**src/design/assert_macros.svh**
```systemverilog
// Assertion helpers shared by the tokenizer RTL.
// Self-contained; no dependencies.
`ifndef ASSERT_MACROS_SVH
`define ASSERT_MACROS_SVH

// Same-cycle implication, gated off during reset.
`define ASSERT_IMPLIES(label, clk, rst, ante, cons) \
   label: assert property (@(posedge clk) disable iff (rst) (ante) |-> (cons)) \
      else $error("assertion failed: same-cycle implication");

// Next-cycle implication, gated off during reset.
`define ASSERT_NEXT(label, clk, rst, ante, cons) \
   label: assert property (@(posedge clk) disable iff (rst) (ante) |=> (cons)) \
      else $error("assertion failed: next-cycle implication");

`endif

```
**src/design/bst_pkg.sv**
```systemverilog
// Shared types and constants for the byte stream tokenizer.
// No dependencies.
package bst_pkg;

   typedef enum logic [2:0] {
      MODE_IDLE   = 3'd0,
      MODE_LBRACE = 3'd1,
      MODE_RBRACE = 3'd2,
      MODE_STRING = 3'd3,
      MODE_IDENT  = 3'd4,
      MODE_NUMBER = 3'd5
   } mode_type;

   typedef enum logic [3:0] {
      KIND_EOF     = 4'd0,
      KIND_DLBRACE = 4'd1,
      KIND_DRBRACE = 4'd2,
      KIND_DOT     = 4'd3,
      KIND_HASH    = 4'd4,
      KIND_LBRACK  = 4'd5,
      KIND_RBRACK  = 4'd6,
      KIND_ASSIGN  = 4'd7,
      KIND_SEMI    = 4'd8,
      KIND_STRING  = 4'd9,
      KIND_IDENT   = 4'd10,
      KIND_NUMBER  = 4'd11,
      KIND_UNKNOWN = 4'd12
   } kind_type;

   localparam logic [7:0] CH_LBRACE = 8'h7B;
   localparam logic [7:0] CH_RBRACE = 8'h7D;
   localparam logic [7:0] CH_DOT    = 8'h2E;
   localparam logic [7:0] CH_HASH   = 8'h23;
   localparam logic [7:0] CH_LBRACK = 8'h5B;
   localparam logic [7:0] CH_RBRACK = 8'h5D;
   localparam logic [7:0] CH_EQUALS = 8'h3D;
   localparam logic [7:0] CH_SEMI   = 8'h3B;
   localparam logic [7:0] CH_DQUOTE = 8'h22;
   localparam logic [7:0] CH_SQUOTE = 8'h27;
   localparam logic [7:0] CH_UNDER  = 8'h5F;

   // Result queue geometry: room for two beats gates the input side.
   localparam int FIFO_DEPTH = 4;
   localparam int FIFO_PTR_W = 2;
   localparam int FIFO_CNT_W = 3;

   typedef struct packed {
      mode_type    mode;
      logic        quote_single;
      logic [7:0]  held_byte;
      logic        held_valid;
      logic        held_first;
   } lex_state_type;

   typedef struct packed {
      kind_type    kind;
      logic [7:0]  lexeme;
      logic        present;
      logic        start;
      logic        last;
   } res_type;

   typedef struct packed {
      logic [1:0]        count;
      res_type [1:0]     res;
   } step_out_type;

   typedef struct packed {
      logic [FIFO_CNT_W-1:0] count;
      logic                  room_for_two;
   } fifo_status_type;

endpackage

```
**src/design/bst_lexer_step.sv**
```systemverilog
// Next-state and result logic for one source byte of the tokenizer.
// Depends on bst_pkg.
module bst_lexer_step
   import bst_pkg::*;
(
   input  lex_state_type cur,
   input  logic [7:0]    text_byte,
   input  logic          end_of_text,
   output lex_state_type nxt,
   output step_out_type  step
);

   function automatic kind_type single_kind(input logic [7:0] c);
      kind_type k;
      begin
         case (c)
            CH_DOT:    k = KIND_DOT;
            CH_HASH:   k = KIND_HASH;
            CH_LBRACK: k = KIND_LBRACK;
            CH_RBRACK: k = KIND_RBRACK;
            CH_EQUALS: k = KIND_ASSIGN;
            CH_SEMI:   k = KIND_SEMI;
            default:   k = KIND_UNKNOWN;
         endcase
         return k;
      end
   endfunction

   logic          is_ws, is_dig, is_alp, is_word_c, is_quote;
   logic          flush_emit;
   res_type       flush_res;
   lex_state_type flushed;
   logic          use_flushed;
   lex_state_type idle_base, idle_next;
   res_type       idle_res;
   logic          idle_emit;
   res_type       eof_res;
   kind_type      run_kind;
   logic [7:0]    brace;
   logic [7:0]    quote;

   assign is_ws     = (text_byte == 8'd32) || (text_byte >= 8'd9 && text_byte <= 8'd13);
   assign is_dig    = (text_byte >= 8'h30) && (text_byte <= 8'h39);
   assign is_alp    = ((text_byte >= 8'h61) && (text_byte <= 8'h7A)) ||
                      ((text_byte >= 8'h41) && (text_byte <= 8'h5A));
   assign is_word_c = is_alp || is_dig || (text_byte == CH_UNDER);
   assign is_quote  = (text_byte == CH_DQUOTE) || (text_byte == CH_SQUOTE);
   assign brace     = (cur.mode == MODE_LBRACE) ? CH_LBRACE : CH_RBRACE;
   assign quote     = cur.quote_single ? CH_SQUOTE : CH_DQUOTE;

   always_comb begin
      case (cur.mode)
         MODE_STRING: run_kind = KIND_STRING;
         MODE_IDENT:  run_kind = KIND_IDENT;
         default:     run_kind = KIND_NUMBER;
      endcase
   end

   // Closing the open token.
   always_comb begin
      flush_emit = 1'b1;
      flush_res  = '{kind: KIND_UNKNOWN, lexeme: 8'd0, present: 1'b1,
                     start: 1'b1, last: 1'b1};
      case (cur.mode)
         MODE_LBRACE: flush_res.lexeme = CH_LBRACE;
         MODE_RBRACE: flush_res.lexeme = CH_RBRACE;
         MODE_STRING, MODE_IDENT, MODE_NUMBER: begin
            flush_res.kind = run_kind;
            if (cur.held_valid) begin
               flush_res.lexeme = cur.held_byte;
               flush_res.start  = cur.held_first;
            end else begin
               flush_res.present = 1'b0;
            end
         end
         default: flush_emit = 1'b0;
      endcase
      flushed            = cur;
      flushed.mode       = MODE_IDLE;
      flushed.held_valid = 1'b0;
      flushed.held_first = 1'b0;
   end

   // Lexing a byte from idle.
   assign use_flushed = (cur.mode == MODE_LBRACE) || (cur.mode == MODE_RBRACE) ||
                        (cur.mode == MODE_IDENT) || (cur.mode == MODE_NUMBER);
   assign idle_base   = use_flushed ? flushed : cur;

   always_comb begin
      idle_next            = idle_base;
      idle_next.mode       = MODE_IDLE;
      idle_next.held_valid = 1'b0;
      idle_emit            = 1'b0;
      idle_res = '{kind: single_kind(text_byte), lexeme: text_byte, present: 1'b1,
                   start: 1'b1, last: 1'b1};
      if (is_ws) begin
         idle_emit = 1'b0;
      end else if (text_byte == CH_LBRACE) begin
         idle_next.mode = MODE_LBRACE;
      end else if (text_byte == CH_RBRACE) begin
         idle_next.mode = MODE_RBRACE;
      end else if (is_quote) begin
         idle_next.mode         = MODE_STRING;
         idle_next.quote_single = (text_byte == CH_SQUOTE);
      end else if (is_alp || text_byte == CH_UNDER || is_dig) begin
         idle_next.mode       = is_dig ? MODE_NUMBER : MODE_IDENT;
         idle_next.held_byte  = text_byte;
         idle_next.held_valid = 1'b1;
         idle_next.held_first = 1'b1;
      end else begin
         idle_emit = 1'b1;
      end
   end

   assign eof_res = '{kind: KIND_EOF, lexeme: 8'd0, present: 1'b0,
                      start: 1'b1, last: 1'b1};

   always_comb begin
      nxt        = cur;
      step.count = 2'd0;
      step.res   = '0;
      if (end_of_text) begin
         nxt = flushed;
         if (flush_emit) begin
            step.res[0] = flush_res;
            step.res[1] = eof_res;
            step.count  = 2'd2;
         end else begin
            step.res[0] = eof_res;
            step.count  = 2'd1;
         end
      end else begin
         case (cur.mode)
            MODE_LBRACE, MODE_RBRACE: begin
               if (text_byte == brace) begin
                  step.res[0] = '{kind: (cur.mode == MODE_LBRACE) ? KIND_DLBRACE
                                                                  : KIND_DRBRACE,
                                  lexeme: brace, present: 1'b1,
                                  start: 1'b1, last: 1'b0};
                  step.res[1]       = step.res[0];
                  step.res[1].start = 1'b0;
                  step.res[1].last  = 1'b1;
                  step.count        = 2'd2;
                  nxt.mode          = MODE_IDLE;
               end else begin
                  step.res[0] = flush_res;
                  step.res[1] = idle_res;
                  step.count  = {1'b0, idle_emit} + 2'd1;
                  nxt         = idle_next;
               end
            end
            MODE_STRING, MODE_IDENT, MODE_NUMBER: begin
               if (cur.mode == MODE_STRING && text_byte == quote) begin
                  step.res[0] = flush_res;
                  step.count  = 2'd1;
                  nxt         = flushed;
               end else if (cur.mode == MODE_STRING ||
                            (cur.mode == MODE_IDENT && is_word_c) ||
                            (cur.mode == MODE_NUMBER && is_dig)) begin
                  // Token continues: release the held byte, hold this one.
                  step.res[0] = '{kind: run_kind, lexeme: cur.held_byte, present: 1'b1,
                                  start: cur.held_first, last: 1'b0};
                  step.count     = {1'b0, cur.held_valid};
                  nxt.held_byte  = text_byte;
                  nxt.held_valid = 1'b1;
                  nxt.held_first = !cur.held_valid;
               end else begin
                  step.res[0] = flush_res;
                  step.res[1] = idle_res;
                  step.count  = {1'b0, idle_emit} + 2'd1;
                  nxt         = idle_next;
               end
            end
            default: begin
               step.res[0] = idle_res;
               step.count  = {1'b0, idle_emit};
               nxt         = idle_next;
            end
         endcase
      end
   end

endmodule

```
**src/design/bst_res_fifo.sv**
```systemverilog
// Four-entry result queue: takes up to two beats a cycle, gives one.
// Depends on bst_pkg.
module bst_res_fifo
   import bst_pkg::*;
(
   input  logic            clock,
   input  logic            reset,
   input  logic [1:0]      push_count,
   input  res_type [1:0]   push_data,
   input  logic            pop,
   output logic            out_valid,
   output res_type         out_data,
   output fifo_status_type status
);

   res_type                entry_ff [FIFO_DEPTH];
   logic [FIFO_PTR_W-1:0]  wr_ptr_ff, wr_ptr_in;
   logic [FIFO_PTR_W-1:0]  rd_ptr_ff, rd_ptr_in;
   logic [FIFO_CNT_W-1:0]  count_ff, count_in;
   logic [FIFO_PTR_W-1:0]  wr_ptr_next;
   logic                   do_pop;

   assign do_pop      = pop && out_valid;
   assign wr_ptr_next = wr_ptr_ff + 1'b1;
   assign wr_ptr_in   = wr_ptr_ff + push_count[FIFO_PTR_W-1:0];
   assign rd_ptr_in   = rd_ptr_ff + {{(FIFO_PTR_W-1){1'b0}}, do_pop};
   assign count_in    = count_ff + {{(FIFO_CNT_W-2){1'b0}}, push_count}
                                 - {{(FIFO_CNT_W-1){1'b0}}, do_pop};

   always_ff @(posedge clock) begin
      if (reset) begin
         wr_ptr_ff <= '0;
         rd_ptr_ff <= '0;
         count_ff  <= '0;
      end else begin
         wr_ptr_ff <= wr_ptr_in;
         rd_ptr_ff <= rd_ptr_in;
         count_ff  <= count_in;
      end
   end

   always_ff @(posedge clock) begin
      if (push_count != 2'd0) begin
         entry_ff[wr_ptr_ff] <= push_data[0];
      end
      if (push_count == 2'd2) begin
         entry_ff[wr_ptr_next] <= push_data[1];
      end
   end

   assign out_valid           = (count_ff != '0);
   assign out_data            = entry_ff[rd_ptr_ff];
   assign status.count        = count_ff;
   assign status.room_for_two = (count_ff <= FIFO_CNT_W'(FIFO_DEPTH - 2));

endmodule

```
**src/design/byte_stream_tokenizer.sv**
```systemverilog
// Byte stream tokenizer: source bytes in, token lexeme beats out.
// Channels req_ (source bytes) and rsp_ (result beats), valid/ready handshake.
// Input beat: req_text_byte, req_end_of_text. A beat with end-of-text set
// closes any open token (an unterminated string included) and yields EOF.
// Output beat: token kind, one lexeme byte (or none), start and end marks.
// Identifier, number and string bytes are held back one beat so that the
// last byte of a token can carry its end mark; quotes are dropped.
// Each accepted byte yields zero, one or two result beats.
// Results are offered from the cycle after acceptance, behind older beats.
// Throughput: one source byte per cycle while the result queue has room for
// two beats; the output side drains one beat per cycle while rsp_ready is
// high, so a run of bytes each yielding two beats is paced by the output port.
// A receiver stall holds off req_ready once more than two beats wait in the
// four-entry result queue; no beat is dropped or repeated.
// Reset (synchronous, active high) empties the queue and returns the lexer to
// idle with nothing held.
`include "assert_macros.svh"

module byte_stream_tokenizer
   import bst_pkg::*;
(
   input  logic       clock,
   input  logic       reset,
   input  logic       req_valid,
   output logic       req_ready,
   input  logic [7:0] req_text_byte,
   input  logic       req_end_of_text,
   output logic       rsp_valid,
   input  logic       rsp_ready,
   output logic [3:0] rsp_token_kind,
   output logic [7:0] rsp_lexeme_byte,
   output logic       rsp_byte_present,
   output logic       rsp_token_start,
   output logic       rsp_token_end
);

   // Lexer state: mode, quote style and the held-back byte.
   lex_state_type   lex_state_ff, lex_state_in;
   lex_state_type   step_next;
   step_out_type    step;
   fifo_status_type fifo_status;
   res_type         head;
   logic            accept;

   assign accept = req_valid && req_ready;

   bst_lexer_step u_step (
      .cur         (lex_state_ff),
      .text_byte   (req_text_byte),
      .end_of_text (req_end_of_text),
      .nxt         (step_next),
      .step        (step)
   );

   // State only moves on an accepted beat.
   assign lex_state_in = accept ? step_next : lex_state_ff;

   always_ff @(posedge clock) begin
      if (reset) begin
         lex_state_ff <= '{mode: MODE_IDLE, quote_single: 1'b0, held_byte: 8'd0,
                           held_valid: 1'b0, held_first: 1'b0};
      end else begin
         lex_state_ff <= lex_state_in;
      end
   end

   // Results queue up behind the output port; the queue head is the
   // registered result seen on rsp_.
   bst_res_fifo u_fifo (
      .clock      (clock),
      .reset      (reset),
      .push_count (accept ? step.count : 2'd0),
      .push_data  (step.res),
      .pop        (rsp_ready),
      .out_valid  (rsp_valid),
      .out_data   (head),
      .status     (fifo_status)
   );

   // Ready depends on registered occupancy only.
   assign req_ready = fifo_status.room_for_two;

   assign rsp_token_kind   = head.kind;
   assign rsp_lexeme_byte  = head.lexeme;
   assign rsp_byte_present = head.present;
   assign rsp_token_start  = head.start;
   assign rsp_token_end    = head.last;

   // Queue never overfills.
   `ASSERT_IMPLIES(a_fifo_bound, clock, reset, 1'b1,
                   fifo_status.count <= FIFO_CNT_W'(FIFO_DEPTH))
   // After an accepted end of text, a beat is offered on the following cycle.
   `ASSERT_NEXT(a_eof_beat, clock, reset, accept && req_end_of_text, rsp_valid)
   // End of text leaves the lexer idle with nothing held.
   `ASSERT_NEXT(a_eof_idle, clock, reset, accept && req_end_of_text,
                lex_state_ff.mode == MODE_IDLE && !lex_state_ff.held_valid)

endmodule
```
**config.mk**
```make
export PLATFORM = sky130hd
export DESIGN_NAME = byte_stream_tokenizer
export DESIGN_NICKNAME = d
export VERILOG_FILES = /design/src/design/bst_pkg.sv /design/src/design/bst_lexer_step.sv /design/src/design/bst_res_fifo.sv /design/src/design/byte_stream_tokenizer.sv
export VERILOG_INCLUDE_DIRS = /design/src /design/src/design
export SDC_FILE = /design/constraint.sdc
export NUM_CORES = 1
export LEC_CHECK = 0
export BUFFER_PORTS_ARGS = -buffer_cell sky130_fd_sc_hd__buf_2
export CELL_PAD_IN_SITES_DETAIL_PLACEMENT = 1
export CELL_PAD_IN_SITES_GLOBAL_PLACEMENT = 1
export CORE_MARGIN = 1
export CORE_UTILIZATION = 45
export CTS_CLUSTER_SIZE = 40
export DETAILED_ROUTE_END_ITERATION = 8
export GPL_ROUTABILITY_DRIVEN = 0
export PLACE_DENSITY_LB_ADDON = 0.2
export SYNTH_ARGS = -nofsm -noshare
export SYNTH_HDL_FRONTEND = slang
export SYNTH_SLANG_ARGS = --single-unit
```
**constraint.sdc**
```tcl
create_clock -name clock -period 7.7 [get_ports clock]
set_input_delay 1.54 -clock clock [delete_from_list [all_inputs] [get_ports clock]]
set_output_delay 1.54 -clock clock [all_outputs]
set_load 0.005 [all_outputs]
```
==> results of run 1 <==
==> synth_stat cells (all sizes together), types with 4 or more instances <==
library cell	number	area (um2)
edfxtp	60	1802
a21oi	56	280.3
mux2i	44	440.4
nor2	42	160.2
nand2	40	150.1
o21ai	32	175.2
buf	22	133.9
dfxtp	21	420.4
clkbuf	19	71.32
mux4	15	337.8
inv	13	56.30
nand3	12	60.06
nor3	11	55.05
and2	9	58.81
nand2b	9	56.30
nor2b	9	56.30
ha	7	87.58
or3	7	48.80
o21a	6	45.04
a211o	4	35.03
mux2	4	45.04
nor3b	4	30.03
o22ai	4	25.02
o31ai	4	35.03
xnor2	4	35.03
==> state kept, by name, indices dropped and copies added, names as in the netlist <==
| signal | flops |
|---|---|
| lex_state_ff | 14 |
| u_fifo.wr_ptr_ff | 2 |
| u_fifo.rd_ptr_ff | 2 |
| u_fifo.entry_ff | 60 |
| u_fifo.count_ff | 3 |
==> per-stage QoR <==
step / cell area [um2] / total power, mW / hold slack [ns] / utilization [%] / std cells
6_report: 5743 / 1.325 / 0.5092 / 50.30 / 673
2_1_floorplan: 5258 / 0.7824 / 0.4605 / - / 518
3_5_place_dp: 5441 / 0.8973 / 0.5043 / 47.66 / 657
5_1_grt: 5743 / 1.396 / 0.5593 / 50.30 / 673
3_3_place_gp: 5441 / 0.8844 / 0.4826 / 47.66 / 657
4_1_cts: 5743 / 1.339 / 0.5139 / 50.30 / 673
==> placed cells by master (no fill, tap or decap), drive strengths merged, types with 4 or more instances in the layout <==
master	count
xnor2	4
clkbuf	9
o21ai	32
dfxtp	21
nand2	40
or3	7
and2	9
nand3	12
o22ai	4
mux4	15
ha	7
edfxtp	60
nor3	11
mux2	4
nor2b	9
nor2	42
inv	16
nand2b	9
nor3b	4
mux2i	44
a21oi	56
a211o	4
o21a	6
buf	37
o31ai	4
==> worst paths after layout <==
check	to	depth (start not counted)	slack (ns)
max	u_fifo.count_ff[2]	15	2.95
min	lex_state_ff[10]	2	0.51
max reg2reg	u_fifo.count_ff[2]	13	3.34
min reg2reg	lex_state_ff[10]	2	0.51
==> metal layers <==
layer | wire length (um) | vias to the layer above | share of wire (%)
li1 | - | 1948 | -
met1 | 6577 | 2021 | 44
met4 | 369 | 0 | 2.4
met3 | 783 | 30 | 5.2
met2 | 7336 | 133 | 49
met5 | 0 | - | 0
==> power by group through the flow <==
| stage | Clock [mW] | Combinational (mW) | Sequential (mW) |
|---|---|---|---|
| 3_5_place_dp | 0 | 0.339 | 0.558 |
| 2_1_floorplan | 0 | 0.238 | 0.544 |
| 3_3_place_gp | 0 | 0.330 | 0.554 |
| 6_report | 0.440 | 0.336 | 0.549 |
| 4_1_cts | 0.448 | 0.342 | 0.550 |
| 5_1_grt | 0.463 | 0.379 | 0.554 |
==> logic make-up after synthesis <==
logic type	share of synthesized area (%)
fa+ha+maj	2.047
simple gates	16.94
xor+xnor	1.166
buf+inv	5.117
compound gates	16.80
mux	15.66
flops	42.27
==> worst min-delay path, delay by kind of cell (launching register included) <==
family | cells | cell delay (ns)
DFF | 1 | 0.33
AOI/OAI and AO/OA | 2 | 0.13
==> area by class of cell <==
cell class              instances  share of cell area [%]
well taps                     143                   3.115
inverters                      15                   1.111
clock buffers                   9                   3.922
repair buffers                 37                   3.573
clock inverters                 7                   1.329
multi-input cells             381                   48.26
flip-flops and latches         81                   38.69
==> impl_metrics.json, run 1 <==
{
  "status": "finished, final reports clean",
  "drtPass1Iterations": 4,
  "synth-seq-cells": 81,
  "grt_util_all_layers_pct": 26.69,
  "final-hold-violation-count": 0,
  "insertion_delay_ns": 0.34,
  "final_max_slew_viol_count": 0,
  "end_kind": "register",
  "cpPeakStageDelay_ns": 0.51,
  "clockPowerShare_pct": 33.2,
  "grt_util_met2_pct": 43.53,
  "power.density_mw_per_mm2": 230.6,
  "antenna_found_initial": 0,
  "grtUsageMet1_pct": 36.10,
  "nets": 546,
  "cts_tree": "done",
  "ys.flop_type": "edfxtp_1",
  "antenna_left": 0,
  "hold_buffers": 0,
  "critical-path-slowest-cell": "nor4bb_4",
  "multiInputGateArea_mm2": 0.002771,
  "start_kind": "input port",
  "max_cap_violations": 0,
  "cts_resized": 0,
  "setup_viol": 0,
  "rsz0062_at_grt": "false",
  "path_max_fanout": 21,
  "r2r-start": "lex_state_ff[12]",
  "skew_ns": 0.006796,
  "fillerInstances": 1327,
  "grt_pass1_vias": 4230,
  "crit_buf_inv": 3,
  "diodes": 0,
  "ios": 30,
  "worstSetupPathType": "input port to register",
  "chipWidth_um": 110.1,
  "busiest_layer": "met2",
  "cp.arrival_ns": 4.96,
  "syn_inst": 518,
  "layout.area.seq_mm2": 0.002222,
  "grt_pass1_wl_mm": 23.71,
  "clk_path_buf_depth": 2,
  "viasPerCell": 6.140,
  "synth_fp_nets": 539,
  "htreeDepth": 3,
  "area_growth_pct": 9.234,
  "postLayoutSetupSlackWorst_ns": 2.946,
  "coreArea_mm2": 0.01142,
  "hold_start": "lex_state_ff[10]",
  "drive_gt1_share_pct": 17.55,
  "die_height_um": 110.1,
  "clk_pin_slew_worst_paths_ns": 0.07,
  "cts_root_buf": "clkbuf_16",
  "combPwrFrac_pct": 25.4,
  "start_util_pct": 46.04,
  "fin_crit_sh_pct": 61.74,
  "synthesis.area_mm2": 0.005258,
  "dieArea_mm2": 0.01212,
  "wl_per_cell_um": 22.39,
  "crit_start": "req_text_byte[4]",
  "hpwl_mm": 10.52,
  "p_sw_mw": 0.3887,
  "cp_top_family": "adder cells",
  "period_minus_slack_ns": 4.754,
  "met3_usage_pct": 2.822,
  "peakVddDrop_mv": 0.1286,
  "io_buffers": 29,
  "cp_common_cell": "ha_1",
  "clock_sink_count": 81,
  "drc": 0,
  "vias": 4132,
  "crit_chain": "buf_2 > nor4bb_4 > a32oi_2 > o22ai_1 > nor3_2 > buf_4 > mux2i_1 > nand3_1 > ha_1 > inv_1 > ha_1 > fa_1 > xor2_1 > xnor2_1 > nor2_1",
  "synth_edf_count": 60,
  "cp.required_ns": 7.91,
  "switching_share_pct": 29.34,
  "drtIter0Drc": 264,
  "p_int_mw": 0.9359,
  "async_flop_share_pct": 0,
  "wirelength_mm": 15.07,
  "slew_headroom_pct": 21.82,
  "syn_avg_cell_area_um2": 10.15,
  "post-cts-setup-buffers": 0,
  "synth_warnings": 0,
  "numCtsBuffers": 9,
  "tns_ns": 0,
  "power.share.sequential_pct": 41.4,
  "grt_max_degree": 39,
  "power_leakage_nw": 2.136,
  "overflow": 0,
  "ys_seq_area_share_pct": 42.27,
  "rows": 39,
  "dpl_worst_slack_ns": 2.585,
  "fmax_ghz": 0.2103,
  "hold_class": "register to register",
  "synth_cell_types": 74,
  "tightest_slew_ns": 1.168
}
No activity file was read; power rests on OpenSTA's default activity.
==> inputs of run 2 (changes only) <==
--- a/config.mk
+++ b/config.mk
@@ -10,7 +10,7 @@
 export CELL_PAD_IN_SITES_DETAIL_PLACEMENT = 1
 export CELL_PAD_IN_SITES_GLOBAL_PLACEMENT = 1
 export CORE_MARGIN = 1
-export CORE_UTILIZATION = 45
+export CORE_UTILIZATION = 44
 export CTS_CLUSTER_SIZE = 40
 export DETAILED_ROUTE_END_ITERATION = 8
 export GPL_ROUTABILITY_DRIVEN = 0
==> constraint.sdc (replaced) <==
create_clock -name clock -period 3.85 [get_ports clock]
set_input_delay 0.77 -clock clock [delete_from_list [all_inputs] [get_ports clock]]
set_output_delay 0.77 -clock clock [all_outputs]
set_load 0.005 [all_outputs]
==> impl_metrics.json, run 2 (synthesis results as in run 1) <==
{
  "p_int_mw": 1.887,
  "grt_pass1_wl_mm": 24.47,
  "rsz0062_at_grt": "false",
  "setup_viol": 0,
  "ios": 30,
  "violations": "design-rule violations",
  "clockPowerShare_pct": 32.3,
  "wl_per_cell_um": 21.89,
  "path_max_fanout": 4,
  "worstSetupPathType": "input port to register",
  "wl_met1_mm": 6.879,
  "finish.utilization_pct": 51.72,
  "post-cts-setup-buffers": 0,
  "cts_resized": 0,
  "area_growth_pct": 13.28,
  "period_minus_slack_ns": 3.453,
  "grt_pass1_vias": 4428,
  "peakVddDrop_mv": 0.2108,
  "final_max_slew_viol_count": 0,
  "hold_buffers": 0,
  "die_height_um": 111.3,
  "final_cell_mix": "60 x edfxtp_1, 56 x a21oi_1, 44 x mux2i_1",
  "dieArea_mm2": 0.01239,
  "final-hold-violation-count": 0,
  "largest_register_ffs": 60,
  "final_common_cell": "edfxtp_1",
  "antenna_found_initial": 0,
  "drtIter0Drc": 254,
  "htreeDepth": 3,
  "dr.max_layer_used": "met4",
  "hold_class": "register to register",
  "total_power_mw": 2.666,
  "start_util_pct": 45.65,
  "numCtsBuffers": 9,
  "rows": 39,
  "io_buffers": 29,
  "diodes": 0,
  "met2WireLength_mm": 7.605,
  "cts_root_buf": "clkbuf_16",
  "switching_share_pct": 29.20,
  "p_sw_mw": 0.7783,
  "drc": 2,
  "chipWidth_um": 111.3,
  "cp.arrival_ns": 3.67,
  "wl_met3_um": 514,
  "grt_util_all_layers_pct": 26.15,
  "wirelength_mm": 15.30,
  "skew_ns": 0.009049,
  "power_leakage_nw": 2.272,
  "clock_sink_count": 81,
  "nets": 573,
  "fmax_ghz": 0.2896,
  "overflow": 0,
  "hpwl_mm": 11.15,
  "viasPerCell": 6.046,
  "vias": 4226,
  "drive_gt1_share_pct": 21.22,
  "grt_max_degree": 24,
  "tightest_slew_ns": 0.8687,
  "clk_pin_slew_worst_paths_ns": 0.06,
  "clk_path_buf_depth": 2,
  "combPwrFrac_pct": 26.6,
  "top_regs": "u_fifo.entry_ff x60, lex_state_ff x14, u_fifo.count_ff x3",
  "coreArea_mm2": 0.01152,
  "drtPass1Iterations": 6,
  "max_cap_violations": 0,
  "slew_headroom_pct": 42.01,
  "cp.required_ns": 4.07,
  "fillerInstances": 1291,
  "start_kind": "input port",
  "antenna_left": 0,
  "largest-register": "u_fifo.entry_ff",
  "tns_ns": 0,
  "fin_crit_sh_pct": 89.69,
  "cts_tree": "done",
  "status": "complete, but fails checks",
  "end_kind": "register",
  "power.share.sequential_pct": 41.2,
  "power.density_mw_per_mm2": 447.6,
  "insertion_delay_ns": 0.35
}
[run 2: cell types whose count changed in the layout (fill, tap and decap cells not counted), moves of 2 or more]
cell / previous run / this run
buf_4: 8 / 33
inv_6: 3 / 0
buf_12: 0 / 2
clkinv_4: 0 / 2
clkinvlp_4: 2 / 0
[run 2: power groups by stage]
| stage | clock network, mW | logic, mW | registers [mW] |
|---|---|---|---|
| CTS | 0.873 | 0.718 | 1.10 |
| global placement | 0 | 0.689 | 1.11 |
| detailed placement | 0 | 0.715 | 1.12 |
| global route | 0.908 | 0.772 | 1.11 |
| floorplan | 0 | 0.477 | 1.09 |
| finish | 0.860 | 0.708 | 1.10 |
[run 2: final cells by class]
type / count / area (um2) / area share (%)
tap: 143 / 178.9 / 3.004
multi-input combinational: 381 / 2771 / 46.53
inverter: 15 / 63.81 / 1.071
timing repair buffer: 64 / 432.9 / 7.269
clock buffer: 10 / 229.0 / 3.845
clock inverter: 5 / 57.56 / 0.9664
sequential: 81 / 2222 / 37.31
[run 2: through the flow]
step           instance area, um2  std cells  worst slack, ns  hold WS [ns]
2_1_floorplan                5258        518           0.1910        0.4605
6_report                     5956        699           0.3969        0.5042
4_1_cts                      5956        699           0.3742        0.5043
3_5_place_dp                 5669        684          0.02963        0.4909
5_1_grt                      5956        699           0.1865        0.5434
3_3_place_gp                 5669        684          0.09962        0.4751
[run 2: worst paths after layout]
kind	start	to	slack, ns	cells past startpoint
hold / removal	lex_state_ff[5]	lex_state_ff[5]	0.50	2
setup / recovery	req_text_byte[7]	u_fifo.count_ff[2]	0.40	14
hold reg to reg	lex_state_ff[5]	lex_state_ff[5]	0.50	2
setup reg to reg	lex_state_ff[13]	u_fifo.count_ff[2]	0.52	14
[run 2: routing by layer]
| layer | global-route usage [%] | vias up |
|---|---|---|
| met3 | 4.046 | 20 |
| li1 | - | 2006 |
| met5 | 0 | - |
| met1 | 33.97 | 2116 |
| met4 | 9.459 | 0 |
| met2 | 44.25 | 84 |
[run 2: critical path, cell delays in order]
cell	delay (ns)
buf_2	0.13
or3_1	0.40
or4_1	0.52
o31ai_1	0.12
nor3_1	0.12
mux2i_1	0.22
nand3_1	0.14
ha_1	0.30
inv_1	0.04
ha_1	0.18
fa_1	0.37
xor2_1	0.17
xnor2_1	0.14
nor2_1	0.05
